==> config.mk <==
export PLATFORM = sky130hd
export DESIGN_NAME = tlv_sync_frame_parser
export DESIGN_NICKNAME = d
export VERILOG_FILES = /design/src/tsfp_pkg.sv /design/src/tsfp_queue.sv /design/src/tsfp_front.sv /design/src/tsfp_back.sv /design/src/tlv_sync_frame_parser.sv
export SDC_FILE = /design/constraint.sdc
export NUM_CORES = 1
export LEC_CHECK = 0
export BUFFER_PORTS_ARGS = -buffer_cell sky130_fd_sc_hd__buf_4
export CAP_MARGIN = 20
export CORE_MARGIN = 2
export CORE_UTILIZATION = 25
export DETAILED_ROUTE_END_ITERATION = 10
export PLACE_DENSITY = 0.48
export SLEW_MARGIN = 20
export SYNTH_ARGS = -nofsm -noshare
export SYNTH_HDL_FRONTEND = slang
export SYNTH_HIERARCHICAL = 1
export SYNTH_SLANG_ARGS = --single-unit
==> constraint.sdc <==
create_clock -name i_clk -period 4.2 [get_ports i_clk]
set_input_delay 0.63 -clock i_clk [delete_from_list [all_inputs] [get_ports i_clk]]
set_output_delay 0.63 -clock i_clk [all_outputs]
set_load 0.005 [all_outputs]
==> src/tsfp_pkg.sv <==
// Package for the sync/type/length/value frame parser.
// Holds payload structs, parser phases, queue event types and config constants.
// No dependencies.
package tsfp_pkg;

    typedef struct packed {
        logic       command;
        logic [7:0] data_byte;
    } t_in_item;

    typedef struct packed {
        logic [7:0] out_byte;
        logic [7:0] frame_type;
        logic       first_of_frame;
        logic       last_of_frame;
        logic       aborted;
    } t_out_item;

    typedef enum logic [2:0] {
        PH_SYNC0,
        PH_SYNC1,
        PH_TYPE,
        PH_LEN_HI,
        PH_LEN_LO,
        PH_PAYLOAD
    } t_phase;

    // back end position within a three-byte header
    typedef enum logic [1:0] {
        HS_IDLE,
        HS_LEN_HI,
        HS_LEN_LO
    } t_hdr_step;

    // one queue entry per accepted transaction that yields output
    typedef enum logic [1:0] {
        EV_HDR,
        EV_DATA,
        EV_ABORT
    } t_evt_kind;

    typedef struct packed {
        t_evt_kind  kind;
        logic [7:0] b0;     // data byte, or length high for a header
        logic [7:0] b1;     // length low for a header
        logic [7:0] ftype;
        logic       last;
    } t_evt;

    localparam int CFG_IDX_W  = 3;
    localparam int CFG_DATA_W = 48;

    typedef enum logic [CFG_IDX_W-1:0] {
        CFG_SYNC_BYTES    = 3'd0,
        CFG_TYPE_CODES    = 3'd1,
        CFG_FIXED_LENGTHS = 3'd2,
        CFG_MAX_PAYLOAD   = 3'd3,
        CFG_MIC_MAX       = 3'd4,
        CFG_AUDIO_ENABLE  = 3'd5
    } t_cfg_idx;

    localparam logic [15:0] RST_SYNC_BYTES    = 16'hAA55;
    localparam logic [31:0] RST_TYPE_CODES    = 32'h0403_0201;
    localparam logic [47:0] RST_FIXED_LENGTHS = 48'h0;
    localparam logic [15:0] RST_MAX_PAYLOAD   = 16'd512;
    localparam logic [15:0] RST_MIC_MAX       = 16'd0;

    localparam int QUEUE_DEPTH = 4;
    localparam int QUEUE_AW    = $clog2(QUEUE_DEPTH);
    localparam int QUEUE_CW    = $clog2(QUEUE_DEPTH + 1);

endpackage

==> src/tsfp_queue.sv <==
// Short event queue between the parser front end and the output back end.
// Depends on tsfp_pkg (t_evt, queue depth constants).
module tsfp_queue (
    input  logic          i_clk,
    input  logic          i_rst_n,
    input  logic          i_push,
    input  tsfp_pkg::t_evt i_evt,
    input  logic          i_pop,
    output tsfp_pkg::t_evt o_head,
    output logic          o_empty,
    output logic          o_full
);
    import tsfp_pkg::*;

    t_evt                r_mem [QUEUE_DEPTH];
    logic [QUEUE_AW-1:0] r_wr_ptr;
    logic [QUEUE_AW-1:0] r_rd_ptr;
    logic [QUEUE_CW-1:0] r_count;

    logic do_push;
    logic do_pop;

    assign o_empty = (r_count == '0);
    assign o_full  = (r_count == QUEUE_CW'(QUEUE_DEPTH));
    assign o_head  = r_mem[r_rd_ptr];
    assign do_push = i_push && !o_full;
    assign do_pop  = i_pop && !o_empty;

    always_ff @(posedge i_clk) begin
        if (do_push) begin
            r_mem[r_wr_ptr] <= i_evt;
        end
    end

    always_ff @(posedge i_clk) begin
        if (!i_rst_n) begin
            r_wr_ptr <= '0;
            r_rd_ptr <= '0;
            r_count  <= '0;
        end else begin
            if (do_push) begin
                r_wr_ptr <= (r_wr_ptr == QUEUE_AW'(QUEUE_DEPTH - 1)) ? '0 : r_wr_ptr + 1'b1;
            end
            if (do_pop) begin
                r_rd_ptr <= (r_rd_ptr == QUEUE_AW'(QUEUE_DEPTH - 1)) ? '0 : r_rd_ptr + 1'b1;
            end
            case ({do_push, do_pop})
                2'b10:   r_count <= r_count + 1'b1;
                2'b01:   r_count <= r_count - 1'b1;
                default: r_count <= r_count;
            endcase
        end
    end

endmodule

==> src/tsfp_front.sv <==
// Parser front end: config registers, sync hunt and header checks.
// Emits one queue event per transaction that produces output. Depends on tsfp_pkg.
module tsfp_front (
    input  logic                              i_clk,
    input  logic                              i_rst_n,
    input  logic                              i_cfg_wr_en,
    input  logic [tsfp_pkg::CFG_IDX_W-1:0]    i_cfg_index,
    input  logic [tsfp_pkg::CFG_DATA_W-1:0]   i_cfg_data,
    input  logic                              i_in_valid,
    input  tsfp_pkg::t_in_item                i_in_item,
    input  logic                              i_queue_full,
    output logic                              o_in_stall,
    output logic                              o_push,
    output tsfp_pkg::t_evt                    o_evt
);
    import tsfp_pkg::*;

    logic [15:0] r_sync;
    logic [31:0] r_types;
    logic [47:0] r_fixed;
    logic [15:0] r_max_pay;
    logic [15:0] r_mic_max;
    logic        r_audio_en;

    t_phase      r_phase, n_phase;
    logic [7:0]  r_type,  n_type;
    logic [15:0] r_len,   n_len;
    logic [15:0] r_cnt,   n_cnt;

    logic        accept;
    logic [7:0]  b;
    logic [7:0]  s0, s1;
    logic [15:0] len_full;
    logic [15:0] cnt_inc;
    logic        pay_last;
    logic [3:0]  type_hit;   // byte in hand matches code k
    logic [3:0]  held_hit;   // held type matches code k
    logic        len_ok;

    assign o_in_stall = i_queue_full;
    assign accept     = i_in_valid && !i_queue_full;
    assign b          = i_in_item.data_byte;
    assign s0         = r_sync[15:8];
    assign s1         = r_sync[7:0];
    assign len_full   = {r_len[15:8], b};
    assign cnt_inc    = r_cnt + 16'd1;
    assign pay_last   = (cnt_inc >= r_len);

    always_comb begin
        for (int k = 0; k < 4; k++) begin
            type_hit[k] = (r_types[8*k +: 8] == b);
            held_hit[k] = (r_types[8*k +: 8] == r_type);
        end
    end

    // first matching code decides the rule
    always_comb begin
        if (len_full > r_max_pay) begin
            len_ok = 1'b0;
        end else if (held_hit[0]) begin
            len_ok = (len_full == r_fixed[15:0]);
        end else if (held_hit[1]) begin
            len_ok = (len_full == r_fixed[31:16]);
        end else if (held_hit[2]) begin
            len_ok = (len_full == r_fixed[47:32]);
        end else if (held_hit[3]) begin
            len_ok = r_audio_en && (len_full != 16'd0) && !len_full[0]
                     && ((r_mic_max == 16'd0) || (len_full <= r_mic_max));
        end else begin
            len_ok = 1'b0;
        end
    end

    // next state
    always_comb begin
        n_phase = r_phase;
        n_type  = r_type;
        n_len   = r_len;
        n_cnt   = r_cnt;
        if (accept) begin
            if (i_in_item.command) begin
                n_phase = PH_SYNC0;
                n_len   = '0;
                n_cnt   = '0;
            end else begin
                case (r_phase)
                    PH_SYNC0: begin
                        if (b == s0) n_phase = PH_SYNC1;
                    end
                    PH_SYNC1: begin
                        if (b == s1)      n_phase = PH_TYPE;
                        else if (b == s0) n_phase = PH_SYNC1;
                        else              n_phase = PH_SYNC0;
                    end
                    PH_TYPE: begin
                        if (type_hit == 4'b0000) begin
                            n_phase = (b == s0) ? PH_SYNC1 : PH_SYNC0;
                        end else begin
                            n_type  = b;
                            n_phase = PH_LEN_HI;
                        end
                    end
                    PH_LEN_HI: begin
                        n_len   = {b, 8'h00};
                        n_phase = PH_LEN_LO;
                    end
                    PH_LEN_LO: begin
                        n_len = len_full;
                        if (!len_ok || (len_full == 16'd0)) begin
                            n_phase = PH_SYNC0;
                            n_len   = '0;
                            n_cnt   = '0;
                        end else begin
                            n_cnt   = '0;
                            n_phase = PH_PAYLOAD;
                        end
                    end
                    PH_PAYLOAD: begin
                        if (pay_last) begin
                            n_phase = PH_SYNC0;
                            n_len   = '0;
                            n_cnt   = '0;
                        end else begin
                            n_cnt = cnt_inc;
                        end
                    end
                    default: begin
                        n_phase = PH_SYNC0;
                        n_len   = '0;
                        n_cnt   = '0;
                    end
                endcase
            end
        end
    end

    // queue events
    always_comb begin
        o_push      = 1'b0;
        o_evt.kind  = EV_DATA;
        o_evt.b0    = b;
        o_evt.b1    = b;
        o_evt.ftype = r_type;
        o_evt.last  = 1'b0;
        if (accept) begin
            if (i_in_item.command) begin
                o_push      = (r_phase == PH_PAYLOAD);
                o_evt.kind  = EV_ABORT;
            end else begin
                case (r_phase)
                    PH_LEN_LO: begin
                        o_push     = len_ok;
                        o_evt.kind = EV_HDR;
                        o_evt.b0   = r_len[15:8];
                        o_evt.last = (len_full == 16'd0);
                    end
                    PH_PAYLOAD: begin
                        o_push     = 1'b1;
                        o_evt.last = pay_last;
                    end
                    default: o_push = 1'b0;
                endcase
            end
        end
    end

    always_ff @(posedge i_clk) begin
        if (!i_rst_n) begin
            r_sync     <= RST_SYNC_BYTES;
            r_types    <= RST_TYPE_CODES;
            r_fixed    <= RST_FIXED_LENGTHS;
            r_max_pay  <= RST_MAX_PAYLOAD;
            r_mic_max  <= RST_MIC_MAX;
            r_audio_en <= 1'b0;
        end else if (i_cfg_wr_en) begin
            case (i_cfg_index)
                CFG_SYNC_BYTES:    r_sync     <= i_cfg_data[15:0];
                CFG_TYPE_CODES:    r_types    <= i_cfg_data[31:0];
                CFG_FIXED_LENGTHS: r_fixed    <= i_cfg_data[47:0];
                CFG_MAX_PAYLOAD:   r_max_pay  <= i_cfg_data[15:0];
                CFG_MIC_MAX:       r_mic_max  <= i_cfg_data[15:0];
                CFG_AUDIO_ENABLE:  r_audio_en <= i_cfg_data[0];
                default:           r_audio_en <= r_audio_en;
            endcase
        end
    end

    always_ff @(posedge i_clk) begin
        if (!i_rst_n) begin
            r_phase <= PH_SYNC0;
            r_type  <= '0;
            r_len   <= '0;
            r_cnt   <= '0;
        end else begin
            r_phase <= n_phase;
            r_type  <= n_type;
            r_len   <= n_len;
            r_cnt   <= n_cnt;
        end
    end

endmodule

==> src/tsfp_back.sv <==
// Output back end: expands queue events into result transactions.
// A header event becomes three bytes; output register decouples the receiver.
// Depends on tsfp_pkg.
module tsfp_back (
    input  logic                i_clk,
    input  logic                i_rst_n,
    input  tsfp_pkg::t_evt      i_head,
    input  logic                i_empty,
    output logic                o_pop,
    output logic                o_out_valid,
    output tsfp_pkg::t_out_item o_out_item,
    input  logic                i_out_stall
);
    import tsfp_pkg::*;

    t_hdr_step r_step, n_step;
    t_evt      r_hdr;
    logic      r_valid, n_valid;
    t_out_item r_out,   n_out;
    logic      load;

    assign load        = !r_valid || !i_out_stall;
    assign o_out_valid = r_valid;
    assign o_out_item  = r_out;

    // next state
    always_comb begin
        n_step = r_step;
        if (load) begin
            case (r_step)
                HS_LEN_HI: n_step = HS_LEN_LO;
                HS_LEN_LO: n_step = HS_IDLE;
                default: begin
                    if (!i_empty && (i_head.kind == EV_HDR)) n_step = HS_LEN_HI;
                end
            endcase
        end
    end

    // outputs
    always_comb begin
        n_valid = r_valid;
        n_out   = r_out;
        o_pop   = 1'b0;
        if (load) begin
            n_valid = 1'b0;
            case (r_step)
                HS_LEN_HI: begin
                    n_valid = 1'b1;
                    n_out   = '{out_byte: r_hdr.b0, frame_type: r_hdr.ftype,
                                first_of_frame: 1'b0, last_of_frame: 1'b0, aborted: 1'b0};
                end
                HS_LEN_LO: begin
                    n_valid = 1'b1;
                    n_out   = '{out_byte: r_hdr.b1, frame_type: r_hdr.ftype,
                                first_of_frame: 1'b0, last_of_frame: r_hdr.last,
                                aborted: 1'b0};
                end
                default: begin
                    if (!i_empty) begin
                        o_pop   = 1'b1;
                        n_valid = 1'b1;
                        case (i_head.kind)
                            EV_HDR: begin
                                n_out  = '{out_byte: i_head.ftype, frame_type: i_head.ftype,
                                           first_of_frame: 1'b1, last_of_frame: 1'b0,
                                           aborted: 1'b0};
                            end
                            EV_ABORT: begin
                                n_out = '{out_byte: 8'h00, frame_type: i_head.ftype,
                                          first_of_frame: 1'b0, last_of_frame: 1'b0,
                                          aborted: 1'b1};
                            end
                            default: begin
                                n_out = '{out_byte: i_head.b0, frame_type: i_head.ftype,
                                          first_of_frame: 1'b0, last_of_frame: i_head.last,
                                          aborted: 1'b0};
                            end
                        endcase
                    end
                end
            endcase
        end
    end

    always_ff @(posedge i_clk) begin
        if (o_pop && (i_head.kind == EV_HDR)) begin
            r_hdr <= i_head;
        end
        r_out <= n_out;
    end

    always_ff @(posedge i_clk) begin
        if (!i_rst_n) begin
            r_step  <= HS_IDLE;
            r_valid <= 1'b0;
        end else begin
            r_step  <= n_step;
            r_valid <= n_valid;
        end
    end

endmodule

==> src/tlv_sync_frame_parser.sv <==
// Top level of the sync/type/length/value frame parser.
// Depends on tsfp_pkg, tsfp_front, tsfp_queue, tsfp_back.
//
// Usage:
//   Input channel (i_in_valid / o_in_stall / i_in_item) carries one stream
//   byte or a resync command per transaction. Output channel (o_out_valid /
//   i_out_stall / o_out_item) carries one frame byte per transaction: type,
//   length high, length low, then payload, with first/last flags; a resync
//   inside a payload yields one transaction with aborted set.
//   Config port: write i_cfg_data to register i_cfg_index while i_cfg_wr_en
//   is high; write only while the block is idle.
// Timing:
//   One input byte per cycle while o_in_stall is low. A result passes through
//   the event queue and then the output register. The back end drains one
//   result per cycle while the receiver does not stall, and turns each header
//   into three output bytes; a four-entry event queue absorbs these and
//   o_in_stall rises only when it is full.
// Reset: synchronous, active low; parser goes to the first sync hunt, the
//   queue empties and config registers take their default values.
// Receiver stall: the output register holds its transaction; the queue fills
//   and then stalls the input.
module tlv_sync_frame_parser (
    input  logic                             i_clk,
    input  logic                             i_rst_n,
    input  logic                             i_cfg_wr_en,
    input  logic [tsfp_pkg::CFG_IDX_W-1:0]   i_cfg_index,
    input  logic [tsfp_pkg::CFG_DATA_W-1:0]  i_cfg_data,
    input  logic                             i_in_valid,
    output logic                             o_in_stall,
    input  tsfp_pkg::t_in_item               i_in_item,
    output logic                             o_out_valid,
    input  logic                             i_out_stall,
    output tsfp_pkg::t_out_item              o_out_item
);
    import tsfp_pkg::*;

    logic push;
    t_evt push_evt;
    t_evt head;
    logic pop;
    logic empty;
    logic full;

    tsfp_front u_front (
        .i_clk        (i_clk),
        .i_rst_n      (i_rst_n),
        .i_cfg_wr_en  (i_cfg_wr_en),
        .i_cfg_index  (i_cfg_index),
        .i_cfg_data   (i_cfg_data),
        .i_in_valid   (i_in_valid),
        .i_in_item    (i_in_item),
        .i_queue_full (full),
        .o_in_stall   (o_in_stall),
        .o_push       (push),
        .o_evt        (push_evt)
    );

    tsfp_queue u_queue (
        .i_clk   (i_clk),
        .i_rst_n (i_rst_n),
        .i_push  (push),
        .i_evt   (push_evt),
        .i_pop   (pop),
        .o_head  (head),
        .o_empty (empty),
        .o_full  (full)
    );

    tsfp_back u_back (
        .i_clk       (i_clk),
        .i_rst_n     (i_rst_n),
        .i_head      (head),
        .i_empty     (empty),
        .o_pop       (pop),
        .o_out_valid (o_out_valid),
        .o_out_item  (o_out_item),
        .i_out_stall (i_out_stall)
    );

endmodule

* After elaboration in Yosys (flattened, before gate mapping)
Memory sizes are Yosys's and may differ from the RTL's. A register that Yosys moved wholly into a read port is not among the register bits. Cells that the tools add are included.
Storage, ports and cells: output and inout bits 21, input port bits 65, word-level logic and storage cells 162, bits in registers 226, memories 1, RAM bits 108
Operators by class: reductions and logical operators 43, eq/ne operators 37, bitwise gates (word level) 2, add/sub/neg operators 5, order comparisons 3, mux-type cells 46
Memories:
- u_queue.r_mem | depth 4, width 27, rd ports 1, clocked after memory_dff 1, write ports 1, RTL line tsfp_queue.sv:15 | t_evt r_mem [QUEUE_DEPTH];
Operators by type and width (number):
- equality test 8 bit | 10
- two-way mux 16 bit | 5
- one-hot mux 19 bit (2 select lines) | 2
- one-hot mux 16 bit (4 select lines) | 1
- equality test 16 bit | 3
- logical NOT 16 bit | 2
- one-hot mux 16 bit (2 select lines) | 1
- two-way mux 19 bit | 1
- one-hot mux 3 bit (6 select lines) | 1
- AND reduction 2 bit | 9
- adder 16 x 1 -> 16 bit (second input constant) | 1
- greater-or-equal comparator 16 bit | 1
- greater-than comparator 16 bit | 1
- <= comparator 16 bit | 1
- two-way mux 1 bit | 16
- nonzero test 16 bit | 1
- equality test 3 bit (second input constant) | 5
- two-way mux 3 bit | 5
- two-way mux 2 bit | 7
- equality test 3 x 2 -> 1 bit (second input constant) | 4
- equality test 2 bit (second input constant) | 5
- two-way mux 10 bit | 1
- logical NOT 3 bit | 3
- two-way mux 9 bit | 1
- other kinds (25) | 49

* Logic depth before layout (Yosys ltp)
depth after elaboration 15, depth in mapped cells 21, mapped depth without buffers 18

* By module
Netlist, hierarchy kept.
By module, submodules not included:
- tsfp_front | cells an instance 1237, area an instance 9555.4 µm², instances 1, seq. area each 3443.3 µm²
- tsfp_queue | cells an instance 197, area an instance 4438.0 µm², instances 1, seq. area each 3423.3 µm²
- tsfp_back | cells an instance 136, area an instance 1911.8 µm², instances 1, seq. area each 1381.3 µm²

* Worst setup path after synthesis
OpenSTA, ideal clock, no wires.
kind register to register, start reg with a tool-made name, end reg u_back/r_hdr[0] (netlist name), enable pin, clock period less this slack 4447 ps, required time 3730 ps, arrival 3977 ps, path buffers 4, cell stages (with the launch flop) 7, slack -247 ps, library setup time 470 ps, cell sequence dfxtp_1 buf_6 buf_12 mux4_2 clkbuf_2 buf_2 nor4_1
RTL lines:
- end signal, assigned | RTL line tsfp_back.sv:88 | r_hdr <= i_head;
- end, declared | RTL line tsfp_back.sv:17 | t_evt r_hdr;

* Worst setup path in the final report
start reg u_front.r_mic_max[13], end reg u_queue.r_count[2]
Between the ends: word-level cells in the longest chain between the ends 14, elaborated cells on any way between the ends 17, those cells by class order compare (1); eq/ne (2); mux (9); reduce/logical (5)
RTL lines:
- start, declared | RTL line tsfp_front.sv:22 | logic [15:0] r_mic_max;
- start signal, assigned | RTL line tsfp_front.sv:181 | CFG_MIC_MAX: r_mic_max <= i_cfg_data[15:0];
- <= comparator 16 bit or logical NOT 16 bit (tied branches) | RTL line tsfp_front.sv:68 | && ((r_mic_max == 16'd0) || (len_full <= r_mic_max));
- logical OR 1 bit * | RTL line tsfp_front.sv:68
- logical AND 1 bit * | RTL line tsfp_front.sv:68
- two-way mux 1 bit * | RTL line tsfp_front.sv:66 | end else if (held_hit[3]) begin
- two-way mux 1 bit * | RTL line tsfp_front.sv:64 | end else if (held_hit[2]) begin
- two-way mux 1 bit * | RTL line tsfp_front.sv:62 | end else if (held_hit[1]) begin
- two-way mux 1 bit * | RTL line tsfp_front.sv:60 | end else if (held_hit[0]) begin
- two-way mux 1 bit * | RTL line tsfp_front.sv:58 | if (len_full > r_max_pay) begin
- one-hot mux 1 bit (2 select lines) * | RTL line tsfp_front.sv:150 | case (r_phase)
- two-way mux 1 bit * | RTL line tsfp_front.sv:146 | if (i_in_item.command) begin
- two-way mux 1 bit * | RTL line tsfp_front.sv:145 | if (accept) begin
- net push | RTL line tlv_sync_frame_parser.sv:37 | logic push;
- logical AND 1 bit * | RTL line tsfp_queue.sv:26 | assign do_push = i_push && !o_full;
- equality test 2 x 1 -> 1 bit or equality test 2 bit (tied branches) | RTL line tsfp_queue.sv:47 | case ({do_push, do_pop})
- one-hot mux 3 bit (2 select lines) or nonzero test 2 bit (tied branches)
- end signal, assigned | RTL line tsfp_queue.sv:48 | 2'b10: r_count <= r_count + 1'b1;
- end signal, assigned | RTL line tsfp_queue.sv:49 | 2'b01: r_count <= r_count - 1'b1;
- end signal, assigned | RTL line tsfp_queue.sv:50 | default: r_count <= r_count;
- end, declared | RTL line tsfp_queue.sv:18 | logic [QUEUE_CW-1:0] r_count;
The timed path passes the listed nets; every way through them passes the cells marked *. A chain may end at the register's enable or synchronous reset.

==> flow_metrics.env <==
export IMPL_port_buffers=85
export IMPL_drive_gt1_share_pct=16.7
export IMPL_vias=11600
export IMPL_relSlewSlack_pct=27.7
export IMPL_synth_edf_count=152
export IMPL_grt_overflow_total=0
export IMPL_synth_top_area_cell="edfxtp_1"
export IMPL_avgViaCountPerCell=4.59
export IMPL_synth_top_area_share_pct=28.7
export IMPL_hold_violations=0
export IMPL_ys_warnings_count=6
export IMPL_synth_seq_cells=336
export IMPL_grt_pass1_wl_um=69600
export IMPL_synth_seq_area_share_pct=51.9
export IMPL_grt_busiest_layer="met2"
export IMPL_yosysMostFrequentCell="nand2_1"
export IMPL_htreeDepth=2
export IMPL_io_pins=86
export IMPL_critical_path_required_ns=4.69
export IMPL_final_nets=1771
export IMPL_wire_per_inst_um=18.3
export IMPL_drc=0
export IMPL_final_cell_area_um2=19100
export IMPL_drv_cap=0
export IMPL_stdcell_count=2520
export IMPL_post_place_ws_ns=-0.241
export IMPL_p_total_w=0.00714
export IMPL_synth_area_leaders="edfxtp_1 29%, dfxtp_1 23%, nand2_1 8.0%, a21oi_1 5.0%, ha_1 4.6%"
export IMPL_die_x_um=256
export IMPL_dpl_cell_area_um2=17700
export IMPL_rows=92
export IMPL_period_share_pct=95.0
export IMPL_initial_utilization_pct=25.3
export IMPL_crit_fanout=3
export IMPL_grtUsageMet2_pct=21.8
export IMPL_multiInputGateArea_um2=7000
export IMPL_ys_top_cells_by_count="337 x nand2_1, 184 x dfxtp_1, 160 x a21oi_1"
export IMPL_dp_cells=2449
export IMPL_fillers=6548
export IMPL_cts_tree="built"
export IMPL_p_per_area_nw_per_um2=374
export IMPL_tightestPinTransition_ns=1.08
export IMPL_drt_initial_drc_count=788
export IMPL_path_class="flop to flop"
export IMPL_antenna_found_initial=1
export IMPL_status="finished, final reports clean"
export IMPL_cts_sinks=336
export IMPL_setup_viol=0
export IMPL_max_freq_ghz=0.251
export IMPL_seqCellArea_um2=8260
export IMPL_fin_util_pct=30.3
export IMPL_layout_min_cycle_time_ns=3.99
export IMPL_syn_avg_cell_area_um2=10.1
export IMPL_synth_area_um2=15900
export IMPL_hpwl_um=30400
export IMPL_dieHeight_um=256
export IMPL_grt_max_degree=101
export IMPL_syn_to_final_growth_pct=19.8
export IMPL_coreArea_um2=63000
export IMPL_rrSetupSlack_ns=0.21
export IMPL_path_clk_slew_ns=0.06
export IMPL_cts_buffers=39
export IMPL_grt_use_met1_pct=19.0
export IMPL_synthArstFlopShare_pct=0
export IMPL_place_congestion=0.817
export IMPL_rr_startpoint="u_front/r_mic_max[13]$_SDFFE_PN0P_"
export IMPL_netlist_instances=1570
export IMPL_clkLatencyLatePin_ns=0.56
export IMPL_grt_pass1_vias=11300
export IMPL_arrival_ns=4.48
export IMPL_clock_path_buffers=3
export IMPL_synth_cell_type_count=64
export IMPL_worstSetupEndpointType="flop"
export IMPL_peakVddDrop_v=0.000250
export IMPL_cts_root_buffer="clkbuf_16"
export IMPL_dr_pass1_iters=5
export IMPL_fp_dieArea_um2=65700
export IMPL_startpoint_type="flop"
export IMPL_holdPathEnd="u_front/r_fixed[42]$_SDFFE_PN0P_"
export IMPL_ys_flop_type="dfxtp_1"
export IMPL_grtUsageTotal_pct=13.8
export IMPL_wirelength_um=46200
export IMPL_reg2reg_depth=17
export IMPL_ant_nets=0
export IMPL_p_leak_nw=6.85
export IMPL_clock_skew_ns=0.0245
export IMPL_holdCritPathClass="input port to flop"
export IMPL_min_from="i_cfg_data[42]"
export IMPL_r2r_end="u_queue/r_count[2]$_SDFFE_PN0P_"
export IMPL_drv_slew=0
export IMPL_min_path_cells=3
export IMPL_synth_nets=1695
export IMPL_layout_setup_ws_ns=0.210
export IMPL_met3_usage_pct=2.33
-- per-layer routing --
metal | part of all wire (%) | routed length (µm)
met1 | 47 | 21800
met2 | 45 | 20900
met3 | 4.8 | 2230
met4 | 2.8 | 1290
met5 | 0 | 0
-- critical path: stages (launching register included) --
cell and delay, ns:
dfxtp_2 0.33, inv_1 0.07, ha_4 0.26, nand4_1 0.17, or4_4 0.46, o31a_1 0.25
a2111o_1 0.50, a2111oi_4 0.46, a31oi_1 0.09, nor2_1 0.15, nor2b_4 0.16, inv_1 0.05
ha_2 0.18, inv_1 0.07, fa_2 0.19, xor2_1 0.07, or3_1 0.30, a21boi_1 0.15
-- worst max path at each step --
stage                                                  start                               to  slack, ns  depth (start not counted)
after floorplan                                 i_in_item[5]  u_queue/r_count[2]$_SDFFE_PN0P_       0.05                         18
after global routing      u_front/r_mic_max[13]$_SDFFE_PN0P_  u_queue/r_count[2]$_SDFFE_PN0P_      -0.01                         17
after detailed placement                        i_in_item[7]  u_queue/r_count[2]$_SDFFE_PN0P_      -0.24                         17
after CTS                 u_front/r_mic_max[14]$_SDFFE_PN0P_  u_queue/r_count[2]$_SDFFE_PN0P_       0.03                         17
after global placement                          i_in_item[5]  u_queue/r_count[2]$_SDFFE_PN0P_      -0.16                         17
final                     u_front/r_mic_max[13]$_SDFFE_PN0P_  u_queue/r_count[2]$_SDFFE_PN0P_       0.21                         17
-- cell families (layout without fill, tap and decap cells) --
family	count (synthesis)	in the layout	synth area share, %
xor gates and xnor gates	144	144	7.93
DFF	336	336	51.9
and+or+nand+nor	541	541	15.2
buffers and inverters	180	283	4.92
other	0	1	0
AOI/OAI and AO/OA	255	255	9.56
adders and majority gates	60	60	4.77
muxes	54	54	5.74
-- layout by cell type (no fill, tap or decap), types with 27 or more instances in the layout --
master / Yosys / routed
ha_1: 59 / 52
dfxtp_1: 184 / 171
buf_4: 10 / 142
nand3_1: 30 / 30
nand2_1: 337 / 336
nand4_1: 37 / 37
a21oi_1: 160 / 160
nor2_1: 38 / 38
clkbuf_16: 0 / 39
inv_1: 61 / 61
nor4_1: 28 / 27
edfxtp_1: 152 / 152
xnor2_1: 73 / 73
xor2_1: 71 / 71
-- state kept, by name, indices dropped and copies added, names as in the netlist, named ones only --
| register | flops |
|---|---|
| u_back/o_out_item | 19 |
| u_back/o_out_valid | 1 |
| u_back/r_hdr | 25 |
| u_back/r_step | 2 |
| u_front/r_audio_en | 1 |
| u_front/r_cnt | 16 |
| u_front/r_fixed | 48 |
| u_front/r_len | 16 |
| u_front/r_max_pay | 16 |
| u_front/r_mic_max | 16 |
| u_front/r_phase | 3 |
| u_front/r_sync | 16 |
| u_front/r_type | 8 |
| u_front/r_types | 32 |
| u_queue/r_count | 3 |
| u_queue/r_mem | 108 |
| u_queue/r_rd_ptr | 2 |
| u_queue/r_wr_ptr | 2 |
-- stage by stage --
stage / TNS [ns] / hold WS [ns]
3_5_place_dp: -0.387 / 0.448
6_report: 0 / 0.313
5_1_grt: -0.0187 / 0.305
4_1_cts: 0 / 0.278
3_3_place_gp: -0.298 / 0.446
2_1_floorplan: 0 / 0.432
-- power breakdown --
group | leakage (nW) | switching, W | internal, W
logic | 3.38 | 0.000243 | 0.000151
clock network | 0.597 | 0.00137 | 0.00191
registers | 2.87 | 0.0000248 | 0.00343
total | 6.85 | 0.00164 | 0.00549
-- what timing repair did --
action	in CTS	in global routing
resized for setup	0	32
endpoints found under the hold margin	0	0
endpoints found under the setup margin	0	21
setup buffers	0	2
hold buffers	0	0
-- final cells by class --
type | instances | area share, %
multi-input combinational | 1054 | 36.7
timing repair buffer | 153 | 6.70
sequential | 336 | 43.4
inverter | 62 | 1.23
clock buffer | 54 | 5.63
antenna | 1 | 0.0131
tap | 846 | 5.55
clock inverter | 14 | 0.768
No activity file was read; power rests on OpenSTA's default activity.
